`config.mk`:
```
export PLATFORM = sky130hd
export DESIGN_NAME = utf8_dfa_decoder_flat
export DESIGN_NICKNAME = d
export VERILOG_FILES = /design/src/design/u8dfa_pkg.sv /design/src/design/u8dfa_stream_if.sv /design/src/design/utf8_dfa_decoder.sv /design/src/flat_wrapper.sv
export SDC_FILE = /design/constraint.sdc
export NUM_CORES = 1
export LEC_CHECK = 0
export BUFFER_PORTS_ARGS = -buffer_cell sky130_fd_sc_hd__buf_2
export CAP_MARGIN = 10
export CORE_MARGIN = 8
export CORE_UTILIZATION = 60
export DETAILED_ROUTE_END_ITERATION = 6
export PLACE_DENSITY_LB_ADDON = 0.08
export SLEW_MARGIN = 25
export SYNTH_ARGS = -nofsm -noshare
export SYNTH_HDL_FRONTEND = slang
export SYNTH_SLANG_ARGS = --single-unit
```
`constraint.sdc`:
```
create_clock -name clk -period 4.3 [get_ports clk]
set_input_delay 0.86 -clock clk [delete_from_list [all_inputs] [get_ports clk]]
set_output_delay 0.86 -clock clk [all_outputs]
set_load 0.05 [all_outputs]
```
`src/design/u8dfa_pkg.sv`:
```
// Constants and lookup functions for the UTF-8 byte decoder.
// Holds the byte class map, the DFA transition table and the result codes.
// No dependencies.
package u8dfa_pkg;

	localparam int unsigned STATE_W = 4;
	localparam int unsigned CLASS_W = 4;
	localparam int unsigned CODE_W  = 21;
	localparam int unsigned KIND_W  = 2;

	localparam logic [STATE_W-1:0] ST_ACCEPT = 4'd0;
	localparam logic [STATE_W-1:0] ST_REJECT = 4'd1;
	localparam logic [STATE_W-1:0] ST_COUNT  = 4'd9;

	localparam logic [KIND_W-1:0] KIND_PENDING = 2'd0;
	localparam logic [KIND_W-1:0] KIND_DONE    = 2'd1;
	localparam logic [KIND_W-1:0] KIND_ERROR   = 2'd2;

	localparam logic [7:0] LEAD_MASK = 8'hff;

	localparam logic [STATE_W-1:0] NEXT_STATE_TABLE [0:143] = '{
		4'd0, 4'd1, 4'd2, 4'd3, 4'd5, 4'd8, 4'd7, 4'd1,
		4'd1, 4'd1, 4'd4, 4'd6, 4'd1, 4'd1, 4'd1, 4'd1,
		4'd1, 4'd1, 4'd1, 4'd1, 4'd1, 4'd1, 4'd1, 4'd1,
		4'd1, 4'd1, 4'd1, 4'd1, 4'd1, 4'd1, 4'd1, 4'd1,
		4'd1, 4'd0, 4'd1, 4'd1, 4'd1, 4'd1, 4'd1, 4'd0,
		4'd1, 4'd0, 4'd1, 4'd1, 4'd1, 4'd1, 4'd1, 4'd1,
		4'd1, 4'd2, 4'd1, 4'd1, 4'd1, 4'd1, 4'd1, 4'd2,
		4'd1, 4'd2, 4'd1, 4'd1, 4'd1, 4'd1, 4'd1, 4'd1,
		4'd1, 4'd1, 4'd1, 4'd1, 4'd1, 4'd1, 4'd1, 4'd2,
		4'd1, 4'd1, 4'd1, 4'd1, 4'd1, 4'd1, 4'd1, 4'd1,
		4'd1, 4'd2, 4'd1, 4'd1, 4'd1, 4'd1, 4'd1, 4'd1,
		4'd1, 4'd2, 4'd1, 4'd1, 4'd1, 4'd1, 4'd1, 4'd1,
		4'd1, 4'd1, 4'd1, 4'd1, 4'd1, 4'd1, 4'd1, 4'd3,
		4'd1, 4'd3, 4'd1, 4'd1, 4'd1, 4'd1, 4'd1, 4'd1,
		4'd1, 4'd3, 4'd1, 4'd1, 4'd1, 4'd1, 4'd1, 4'd3,
		4'd1, 4'd3, 4'd1, 4'd1, 4'd1, 4'd1, 4'd1, 4'd1,
		4'd1, 4'd3, 4'd1, 4'd1, 4'd1, 4'd1, 4'd1, 4'd1,
		4'd1, 4'd1, 4'd1, 4'd1, 4'd1, 4'd1, 4'd1, 4'd1
	};

	function automatic logic [CLASS_W-1:0] byte_class(input logic [7:0] b);
		logic [CLASS_W-1:0] cls;
		case (b) inside
			[8'h00:8'h7f]: cls = 4'd0;
			[8'h80:8'h8f]: cls = 4'd1;
			[8'h90:8'h9f]: cls = 4'd9;
			[8'ha0:8'hbf]: cls = 4'd7;
			[8'hc0:8'hc1]: cls = 4'd8;
			[8'hc2:8'hdf]: cls = 4'd2;
			8'he0:         cls = 4'd10;
			[8'he1:8'hec]: cls = 4'd3;
			8'hed:         cls = 4'd4;
			[8'hee:8'hef]: cls = 4'd3;
			8'hf0:         cls = 4'd11;
			[8'hf1:8'hf3]: cls = 4'd6;
			8'hf4:         cls = 4'd5;
			default:       cls = 4'd8;
		endcase
		return cls;
	endfunction

	function automatic logic [STATE_W-1:0] next_state(input logic [STATE_W-1:0] cur,
		input logic [CLASS_W-1:0] cls);
		return NEXT_STATE_TABLE[{cur, cls}];
	endfunction

endpackage

```
`src/design/u8dfa_stream_if.sv`:
```
// Valid/ready channel interfaces for the UTF-8 byte decoder.
// One interface for the byte stream and one for decoded results; uses u8dfa_pkg.
interface u8dfa_byte_if;
	logic       valid;
	logic       ready;
	logic [7:0] data_byte;

	modport source (output valid, output data_byte, input ready);
	modport sink (input valid, input data_byte, output ready);
endinterface

interface u8dfa_result_if;
	logic                          valid;
	logic                          ready;
	logic [u8dfa_pkg::KIND_W-1:0]  result_kind;
	logic [u8dfa_pkg::CODE_W-1:0]  code_point;

	modport source (output valid, output result_kind, output code_point, input ready);
	modport sink (input valid, input result_kind, input code_point, output ready);
endinterface

```
`src/design/utf8_dfa_decoder.sv`:
```
// Top level of the strict UTF-8 decoder: one byte in, one result out.
// Depends on u8dfa_pkg and the channel interfaces in u8dfa_stream_if.sv.
//
// channel   role   payload                      per item
// bytes     sink   data_byte[7:0]               one raw byte
// results   source result_kind[1:0], code_point one result per byte
//
// Each byte is decoded in the cycle it is accepted and its result is held in
// an output register, so one byte per cycle is sustained while results are
// taken. The limit is the class lookup, table lookup and shift path.
// Reset puts the decoder in the accepting state with an empty output register.
// A stall on results holds the output register and blocks new bytes only
// while that register is full and not being taken.
module utf8_dfa_decoder (
	input logic               clk,
	input logic               arst_n,
	u8dfa_byte_if.sink        bytes,
	u8dfa_result_if.source    results
);
	import u8dfa_pkg::*;

	logic [STATE_W-1:0] dfa_state_q;
	logic [CODE_W-1:0]  partial_code_q;
	logic               out_valid_q;
	logic [KIND_W-1:0]  out_kind_q;
	logic [CODE_W-1:0]  out_code_q;

	logic               accept;
	logic [CLASS_W-1:0] cls;
	logic               dead;
	logic [STATE_W-1:0] state_d;
	logic [CODE_W-1:0]  partial_d;
	logic [KIND_W-1:0]  kind_d;
	logic [CODE_W-1:0]  code_d;

	assign bytes.ready = !out_valid_q || results.ready;
	assign accept      = bytes.valid && bytes.ready;

	always_comb begin
		cls       = byte_class(bytes.data_byte);
		dead      = (dfa_state_q >= ST_COUNT) || (dfa_state_q == ST_REJECT);
		partial_d = partial_code_q;
		state_d   = ST_REJECT;
		kind_d    = KIND_ERROR;
		code_d    = '0;
		if (!dead) begin
			if (dfa_state_q != ST_ACCEPT) begin
				partial_d = {partial_code_q[CODE_W-7:0], bytes.data_byte[5:0]};
			end else begin
				partial_d = {{(CODE_W-8){1'b0}}, (LEAD_MASK >> cls) & bytes.data_byte};
			end
			state_d = next_state(dfa_state_q, cls);
			if (state_d == ST_ACCEPT) begin
				kind_d = KIND_DONE;
				code_d = partial_d;
			end else if (state_d != ST_REJECT) begin
				kind_d = KIND_PENDING;
			end
		end
	end

	always_ff @(posedge clk or negedge arst_n) begin
		if (!arst_n) begin
			dfa_state_q    <= ST_ACCEPT;
			partial_code_q <= '0;
			out_valid_q    <= 1'b0;
		end else begin
			if (accept) begin
				dfa_state_q    <= state_d;
				partial_code_q <= partial_d;
				out_valid_q    <= 1'b1;
			end else if (results.ready) begin
				out_valid_q <= 1'b0;
			end
		end
	end

	always_ff @(posedge clk) begin
		if (accept) begin
			out_kind_q <= kind_d;
			out_code_q <= code_d;
		end
	end

	assign results.valid       = out_valid_q;
	assign results.result_kind = out_kind_q;
	assign results.code_point  = out_code_q;

	a_reject_absorbs: assert property (@(posedge clk) disable iff (!arst_n)
		dfa_state_q == ST_REJECT |=> dfa_state_q == ST_REJECT)
		else $error("decoder left the reject state");

	a_accept_fills_output: assert property (@(posedge clk) disable iff (!arst_n)
		accept |=> out_valid_q)
		else $error("accepted item produced no result");

	a_code_only_when_done: assert property (@(posedge clk) disable iff (!arst_n)
		out_valid_q && out_kind_q != KIND_DONE |-> out_code_q == '0)
		else $error("code point set on a result that is not complete");

	a_code_in_range: assert property (@(posedge clk) disable iff (!arst_n)
		out_valid_q && out_kind_q == KIND_DONE |->
			out_code_q <= 21'h10ffff && !(out_code_q >= 21'hd800 && out_code_q <= 21'hdfff))
		else $error("completed code point outside the valid scalar range");

endmodule
```
`src/flat_wrapper.sv`:
```
// flat-port wrapper written by rule: the top's interface ports become plain ports
module utf8_dfa_decoder_flat import u8dfa_pkg::*;
  (clk, arst_n, bytes_valid, bytes_data_byte, bytes_ready, results_valid, results_result_kind, results_code_point, results_ready);
  u8dfa_byte_if bytes_i ();
  u8dfa_result_if results_i ();
  input logic clk;
  input logic arst_n;
  input wire logic [$bits(bytes_i.valid)-1:0] bytes_valid;
  input wire logic [$bits(bytes_i.data_byte)-1:0] bytes_data_byte;
  output wire logic [$bits(bytes_i.ready)-1:0] bytes_ready;
  output wire logic [$bits(results_i.valid)-1:0] results_valid;
  output wire logic [$bits(results_i.result_kind)-1:0] results_result_kind;
  output wire logic [$bits(results_i.code_point)-1:0] results_code_point;
  input wire logic [$bits(results_i.ready)-1:0] results_ready;
  assign bytes_i.valid = bytes_valid;
  assign bytes_i.data_byte = bytes_data_byte;
  assign bytes_ready = bytes_i.ready;
  assign results_valid = results_i.valid;
  assign results_result_kind = results_i.result_kind;
  assign results_code_point = results_i.code_point;
  assign results_i.ready = results_ready;
  utf8_dfa_decoder u_core (.clk(clk), .arst_n(arst_n), .bytes(bytes_i), .results(results_i));
endmodule
```
==> results of run 1 <==
-- power breakdown --
| part | switching, mW | internal, mW | leakage, nW |
|---|---|---|---|
| registers | 0.0373 | 0.497 | 0.483 |
| clock network | 0.131 | 0.114 | 0.0412 |
| logic | 0.115 | 0.0495 | 0.561 |
| total | 0.283 | 0.660 | 1.09 |
-- state kept, by name, indices dropped and copies added (netlist names) --
| register | cells |
|---|---|
| u_core.results.code_point | 21 |
| u_core.partial_code_q | 15 |
| u_core.dfa_state_q | 4 |
| u_core.results.result_kind | 2 |
| u_core.results.valid | 1 |
-- kinds of logic (layout without fill, tap and decap cells) --
| family | after synthesis | in the layout | synth area share, % |
|---|---|---|---|
| AND/OR/NAND/NOR | 99 | 99 | 23.5 |
| AO/OA/AOI/OAI | 52 | 52 | 16.0 |
| flip-flops | 43 | 43 | 54.0 |
| buffers and inverters | 17 | 46 | 4.20 |
| multiplexers | 4 | 4 | 1.87 |
| XOR/XNOR | 1 | 1 | 0.397 |
-- stage by stage --
step	utilization, %	hold slack, ps
finish	67.9	498
global route	67.9	521
CTS	67.9	501
detailed placement	65.5	483
global placement	65.5	454
floorplan	-	442
-- metal layers --
layer | vias to the layer above | part of all wire [%] | track usage, %
met1 | 844 | 41 | 17.2
met4 | 0 | 2.2 | 7.69
met2 | 52 | 51 | 27.1
met3 | 10 | 5.6 | 4.95
met5 | - | 0 | 0
li1 | 835 | - | -
-- layout make-up --
class / count / area, um^2
clock inverter: 2 / 12.5
clock buffer: 6 / 72.6
multi-input combinational: 156 / 921
sequential: 43 / 1190
timing repair buffer: 37 / 188
tap: 48 / 60.1
inverter: 1 / 3.75
fill: 307 / 1160
-- final timing paths --
check | to | cells past startpoint
min in group asynchronous | u_core.partial_code_q[10] | 1
worst max register to register | u_core.results.code_point[4] | 6
max in group asynchronous | u_core.partial_code_q[3] | 1
worst min-delay path | u_core.partial_code_q[13] | 2
worst min register to register | u_core.partial_code_q[13] | 2
worst max-delay path | u_core.results.code_point[2] | 8
-- layout by cell type (no fill, tap or decap), types with 3 or more instances in the layout --
cell      Yosys  layout
and3_1       15      15
dfrtp_1      20      20
o211a_1       3       3
clkbuf_8      0       5
mux2i_1       3       3
a21oi_1       8       8
buf_2         4      36
nor2b_1       7       7
or3_1         4       4
edfxtp_1     23      23
nor2_1       12      12
o21ai_0      17      17
nor3_1        3       3
nand3_1       4       4
nand2_1      36      36
o21ai_1       5       5
or2_1         3       3
nand2b_1      3       3
-- worst reg2reg max path, delay by kind of cell (launching register included) --
kind,cells,cell delay (ps)
flip-flops,1,440
AND/OR/NAND/NOR,4,1570
AO/OA/AOI/OAI,2,320
==> results.yml, run 1 <==
detailed_routing:
  vias_per_cell: 5.94
  ant_nets: 0
  wirelength_mm: 4.56
  num_vias: 1741
  wl_per_cell_um: 15.6
  detail_route.iter0.violations: 169
  drc: 0
  drt_first_pass_iters: 4
synth:
  synth_cell_types: 48
  synth-seq-area-share_pct: 54.0
  synthesis.nets: 228
  synth-edff-count: 23
  synthArstFlopShare_pct: 46.5
  synthFlopType: "edfxtp_1"
  ys_warn_count: 0
  synth-seq-cells: 43
  ys_top_cells_by_count: "36 x nand2_1, 23 x edfxtp_1, 20 x dfrtp_1, 17 x o21ai_0, 15 x and3_1"
  syn-cell-area_um2: 2200
  synth_area_per_cell_um2: 10.2
  ys_top_cells_by_area: "edfxtp_1 31%, dfrtp_1 23%, nand2_1 6.1%, and3_1 4.3%, o21ai_0 3.9%"
  yosys.cell_count.top_type: "nand2_1"
  synthCells: 216
  synth_top_area_share_pct: 31.3
  yosys.area.top_type: "edfxtp_1"
clock_network:
  insertion_delay_ps: 280
  htreeDepth: 2
  clock_path_buffers: 2
  clock-root-buffer: "clkbuf_8"
  ctsHoldBuffers: 0
  cts_sinks: 43
  cts_tree: "yes"
  cts-resized-gates: 0
  clkTransAtPathRegs_ps: 80
  cts_inserted_buffers: 5
  cts_setup_buffers: 0
sta:
  slew_headroom_pct: 45.4
  slew_violations: 0
  finalSetupViolCount: 0
  layout_setup_ws_ps: 1370
  rsz0062_at_grt: "no"
  hold_viol_final: 0
  worst_slew_pin_slew_ps: 817
  fin_crit_sh_pct: 68.1
  fin_setup_tns_ps: 0
  finClkSkew_ps: 6.00
  fmax_ghz: 0.342
  min_period_ps: 2930
die:
  initial_core_util_pct: 61.1
  dieArea_um2: 5870
  rows: 22
  die_y_um: 76.6
  io_pins: 37
  chipWidth_um: 76.6
  core_area_um2: 3610
setup_path:
  crit_path_cell_trace: "buf_2 > or4_1 > and4b_1 > nor3_1 > nor2_1 > a31oi_4 > o21a_4 > nor3b_2"
  cp-start-kind: "primary input"
  critPathKind: "in2reg"
  cpMaxStageDelayCell: "or4_1"
  cp-startpoint: "bytes_data_byte[4]"
  cp.arrival_ps: 3060
  path_delay_family: "simple AND/OR/NAND/NOR gates"
  r2r-start: "u_core.dfa_state_q[1]"
  required_ps: 4430
  crit_fanout: 22
  critPathBufInv: 1
  critPathMaxStageDelay_ps: 530
  rrSetupSlack_ps: 1740
  critPathCaptureType: "flip-flop"
outcome:
  outcome: "finished, final reports clean"
finish:
  synthToLayoutAreaGrowth_pct: 11.1
  postLayoutCellArea_um2: 2450
  final_cell_count_no_fill: 293
  nNetsFinal: 256
  antenna_cells: 0
  drive_above_1_share_pct: 20.4
placed_design:
  portBuffers: 36
  place_hpwl_mm: 3.34
  dpl_cell_area_um2: 2360
  place_ws_ps: 1100
  gp_congestion: 0.930
  dpl.cell_count: 285
global_routing:
  grt_overflow_total: 0
  grt_util_all_layers_pct: 15.8
  grt_pass1_wl_mm: 7.71
  grt_max_degree: 30
  antenna_found_initial: 0
  grt_pass1_vias: 1773
power:
  peakVddDrop_v: 0.000162
  p_per_area_nw_per_um2: 385
  p_total_uw: 943
  p_leak_nw: 1.09
hold_path:
  hp-class: "reg2reg"
  hold_start: "u_core.partial_code_q[13]"
job:
  maxCapViolCount: 0
Power figures use the tool's default switching activity.
==> run 2: changes to the inputs <==
Settings changed: CORE_UTILIZATION 60 to 50.
Clock period 4.3 ns to 2.6 ns, I/O delays scaled along.
==> results.yml, run 2 (synthesis results as in run 1) <==
die:
  rows: 24
  die_y_um: 82.4
  dieArea_um2: 6790
  core_area_um2: 4290
  chipWidth_um: 82.4
  initial_core_util_pct: 51.3
  io_pins: 37
finish:
  final_cell_mix: "36 x nand2_1, 36 x buf_2, 23 x buf_4, 23 x edfxtp_1, 20 x dfrtp_1"
  drive_above_1_share_pct: 27.7
  nNetsFinal: 278
  synthToLayoutAreaGrowth_pct: 21.2
  final_core_util_pct: 62.2
  antenna_cells: 0
  largest_register_ffs: 21
placed_design:
  place_hpwl_mm: 3.39
  gp_congestion: 0.874
  portBuffers: 36
global_routing:
  grt_pass1_wl_mm: 7.60
  use_met2_pct: 23.7
  top_usage_layer: "met2"
  grt_overflow_total: 0
  met3_usage_pct: 2.92
  grt_util_met1_pct: 17.6
  antenna_found_initial: 0
  grt_util_all_layers_pct: 14.3
  grt_max_degree: 27
  grt_pass1_vias: 1675
setup_path:
  cp.arrival_ps: 2510
  cp_num_cells: 7
  timing.critical_path.to: "u_core.results.code_point[7]"
  crit_path_cell_trace: "buf_2 > or4_1 > and4b_1 > or3_1 > o211a_1 > o21a_4 > and3_1"
  path_delay_family: "simple AND/OR/NAND/NOR gates"
  critPathKind: "in2reg"
  cp-startpoint: "bytes_data_byte[1]"
  worst_r2r_path_depth: 6
  required_ps: 2650
  r2r-start: "u_core.dfa_state_q[1]"
  rrSetupSlack_ps: 430
  critPathMaxStageDelay_ps: 560
  r2r-end: "u_core.results.code_point[7]"
  crit_fanout: 22
  cp-start-kind: "primary input"
  cpMaxStageDelayCell: "or4_1"
  critPathBufInv: 1
  critPathCaptureType: "flip-flop"
clock_network:
  clock_path_buffers: 2
  cts_sinks: 43
  cts-resized-gates: 0
  cts_tree: "yes"
  ctsHoldBuffers: 0
  clock-root-buffer: "clkbuf_8"
  insertion_delay_ps: 290
  htreeDepth: 2
  cts_inserted_buffers: 5
  clkTransAtPathRegs_ps: 80
  cts_setup_buffers: 0
sta:
  rsz0062_at_grt: "no"
  fin_setup_tns_ps: 0
  finalSetupViolCount: 0
  slew_headroom_pct: 70.1
  min_period_ps: 2470
  fin_crit_sh_pct: 94.8
  slew_violations: 0
  timing.hold.ws_ps: 167
  finClkSkew_ps: 6.13
  fmax_ghz: 0.406
  hold_viol_final: 0
  worst_slew_pin_slew_ps: 449
job:
  maxCapViolCount: 0
hold_path:
  hp-class: "in2async"
power:
  p_per_area_nw_per_um2: 661
  p_leak_nw: 1.21
  peakVddDrop_v: 0.000236
detailed_routing:
  num_vias: 1749
  wl_per_cell_um: 14.5
  drc: 0
  ant_nets: 0
  vias_per_cell: 5.48
  wirelength_mm: 4.62
  detail_route.iter0.violations: 65
  drt_first_pass_iters: 4
outcome:
  outcome: "finished, final reports clean"
## run 2: cell count changes in the layout (fill, tap and decap cells not counted)
| cell | before | now |
|---|---|---|
| buf_4 | 1 | 23 |
| bufinv_16 | 0 | 2 |
| clkinv_2 | 1 | 0 |
| inv_1 | 1 | 0 |
| nand2b_1 | 3 | 2 |
| nand2b_2 | 0 | 1 |
## run 2: per-layer routing
layer  routed length (um)  up-vias
met5                    0        -
met4                   54        0
met3                  282        4
met2                 2210       42
met1                 2070      820
li1                     -      883
## run 2: final cells by class
class | instances | area [um^2]
repair buffers | 59 | 353
multi-input cells | 156 | 923
inverters | 1 | 7.51
clock buffers | 6 | 72.6
clock inverters | 2 | 60.1
flip-flops and latches | 43 | 1190
well taps | 52 | 65.1
fillers | 395 | 1620
## run 2: where the power goes
group	internal, mW	switching [mW]	total (mW)
Combinational	0.101	0.190	0.291
Clock	0.384	0.212	0.596
Sequential	0.822	0.0574	0.880
Total	1.31	0.460	1.77
## run 2: worst min-delay path by stage
| stage | startpoint | to | slack, ps | depth (start not counted) |
|---|---|---|---|---|
| finish | arst_n | u_core.dfa_state_q[0] | 170 | 1 |
| global route | arst_n | u_core.dfa_state_q[0] | 200 | 1 |
| CTS | arst_n | u_core.dfa_state_q[0] | 170 | 1 |
| detailed placement | u_core.partial_code_q[9] | u_core.partial_code_q[9] | 470 | 2 |
| global placement | u_core.partial_code_q[14] | u_core.partial_code_q[14] | 460 | 2 |
| floorplan | arst_n | u_core.dfa_state_q[0] | 220 | 0 |
## run 2: worst register-to-register path: cells and delay by family (launching register included)
kind / cells / cell delay, ps
DFF: 1 / 450
and+or+nand+nor: 4 / 1180
AOI/OAI and AO/OA: 2 / 310
## run 2: stage by stage
stage                     setup WS [ps]  instance area (um^2)  total power, mW  instances
after floorplan                    43.0                  2210             1.08        216
after global placement             -117                  2540             1.17        311
after detailed placement           -145                  2540             1.19        311
after CTS                           168                  2670             1.79        319
after global routing               51.5                  2670             1.85        319
final                               135                  2670             1.77        319
==> run 3: changes to the inputs <==
Settings changed: RECOVER_POWER from default to 50.
==> results.yml, run 3 (synthesis results as in run 1) <==
setup_path:
  cp.arrival_ps: 2520
  critPathCaptureType: "flip-flop"
  critPathKind: "in2reg"
  crit_fanout: 22
  worst_r2r_path_depth: 6
  cp-startpoint: "bytes_data_byte[1]"
  required_ps: 2650
  timing.critical_path.to: "u_core.results.code_point[7]"
  r2r-start: "u_core.results.valid"
  r2r-end: "u_core.partial_code_q[3]"
  cp-start-kind: "primary input"
  rrSetupSlack_ps: 390
finish:
  drive_above_1_share_pct: 18.0
  final_common_cell: "nand2_1"
  final_cell_mix: "36 x nand2_1, 27 x clkbuf_1, 23 x edfxtp_1"
  final_core_util_pct: 61.4
  nNetsFinal: 278
  final_cell_count_no_fill: 319
  antenna_cells: 0
  largest_register_ffs: 21
  synthToLayoutAreaGrowth_pct: 19.6
outcome:
  outcome: "finished, final reports clean"
die:
  die_y_um: 82.4
  rows: 24
  initial_core_util_pct: 51.3
  io_pins: 37
  dieArea_um2: 6790
  chipWidth_um: 82.4
  core_area_um2: 4290
power:
  p_leak_nw: 1.13
  peakVddDrop_v: 0.000234
  p_per_area_nw_per_um2: 668
sta:
  fmax_ghz: 0.405
  finClkSkew_ps: 5.49
  min_period_ps: 2470
  slew_headroom_pct: 6.91
  rsz0062_at_grt: "no"
  slew_violations: 0
  hold_viol_final: 0
  worst_slew_pin_slew_ps: 1400
  finalSetupViolCount: 0
  fin_crit_sh_pct: 94.9
global_routing:
  grt_max_degree: 27
  grt_pass1_vias: 1675
  grt_overflow_total: 0
  grt_pass1_wl_mm: 7.60
  antenna_found_initial: 0
  grt_util_all_layers_pct: 14.3
detailed_routing:
  wl_per_cell_um: 14.5
  drc: 0
  detail_route.iter0.violations: 79
  num_vias: 1753
  drt_first_pass_iters: 4
  wirelength_mm: 4.63
  vias_per_cell: 5.50
  ant_nets: 0
placed_design:
  gp_congestion: 0.874
  dpl.cell_count: 311
  place_hpwl_mm: 3.39
  portBuffers: 36
clock_network:
  cts_inserted_buffers: 5
  cts_sinks: 43
  cts-resized-gates: 0
  cts_tree: "yes"
  htreeDepth: 2
  insertion_delay_ps: 290
  clock_path_buffers: 2
  clkTransAtPathRegs_ps: 80
  ctsHoldBuffers: 0
  cts_setup_buffers: 0
  clock-root-buffer: "clkbuf_8"
job:
  maxCapViolCount: 0
hold_path:
  hp-class: "in2async"
run 3: stage by stage:
step | hold WS [ps] | total power, mW | area [um^2] | TNS [ps] | worst slack [ps]
5_1_grt | 431 | 1.84 | 2640 | 0 | 51.5
3_5_place_dp | 466 | 1.19 | 2540 | -2690 | -145
2_1_floorplan | 224 | 1.08 | 2210 | 0 | 43.0
6_report | 400 | 1.76 | 2640 | 0 | 134
4_1_cts | 170 | 1.79 | 2670 | 0 | 168
3_3_place_gp | 455 | 1.17 | 2540 | -2120 | -117
run 3: worst min-delay path by stage:
stage,end,slack (ps)
2_1_floorplan,u_core.dfa_state_q[0],220
3_3_place_gp,u_core.partial_code_q[14],460
3_5_place_dp,u_core.partial_code_q[9],470
4_1_cts,u_core.dfa_state_q[0],170
5_1_grt,u_core.results.valid,430
6_report,u_core.dfa_state_q[0],400
run 3: layout make-up:
cell class	count	area, um^2
clock buffer	6	72.6
clock inverter	2	60.1
fill	408	1660
inverter	1	7.51
multi-input combinational	156	923
sequential	43	1190
tap	52	65.1
timing repair buffer	59	318
run 3: where the power goes:
part	total [mW]	switching, mW	internal, mW
sequential	0.881	0.0577	0.823
combinational	0.286	0.191	0.0955
clock	0.595	0.212	0.384
total	1.76	0.460	1.30
run 3: metal layers:
metal  GRT usage [%]  part of all wire (%)
met5               0                     0
met4            6.49                   1.2
met3            2.92                   6.2
met2            23.7                    48
met1            17.6                    44
run 3: critical path, cell delays in order:
cell and delay, ps:
buf_2 100, or4_1 560, and4b_1 250, or3_1 350, o211a_1 240, o21a_4 270
and3_1 210
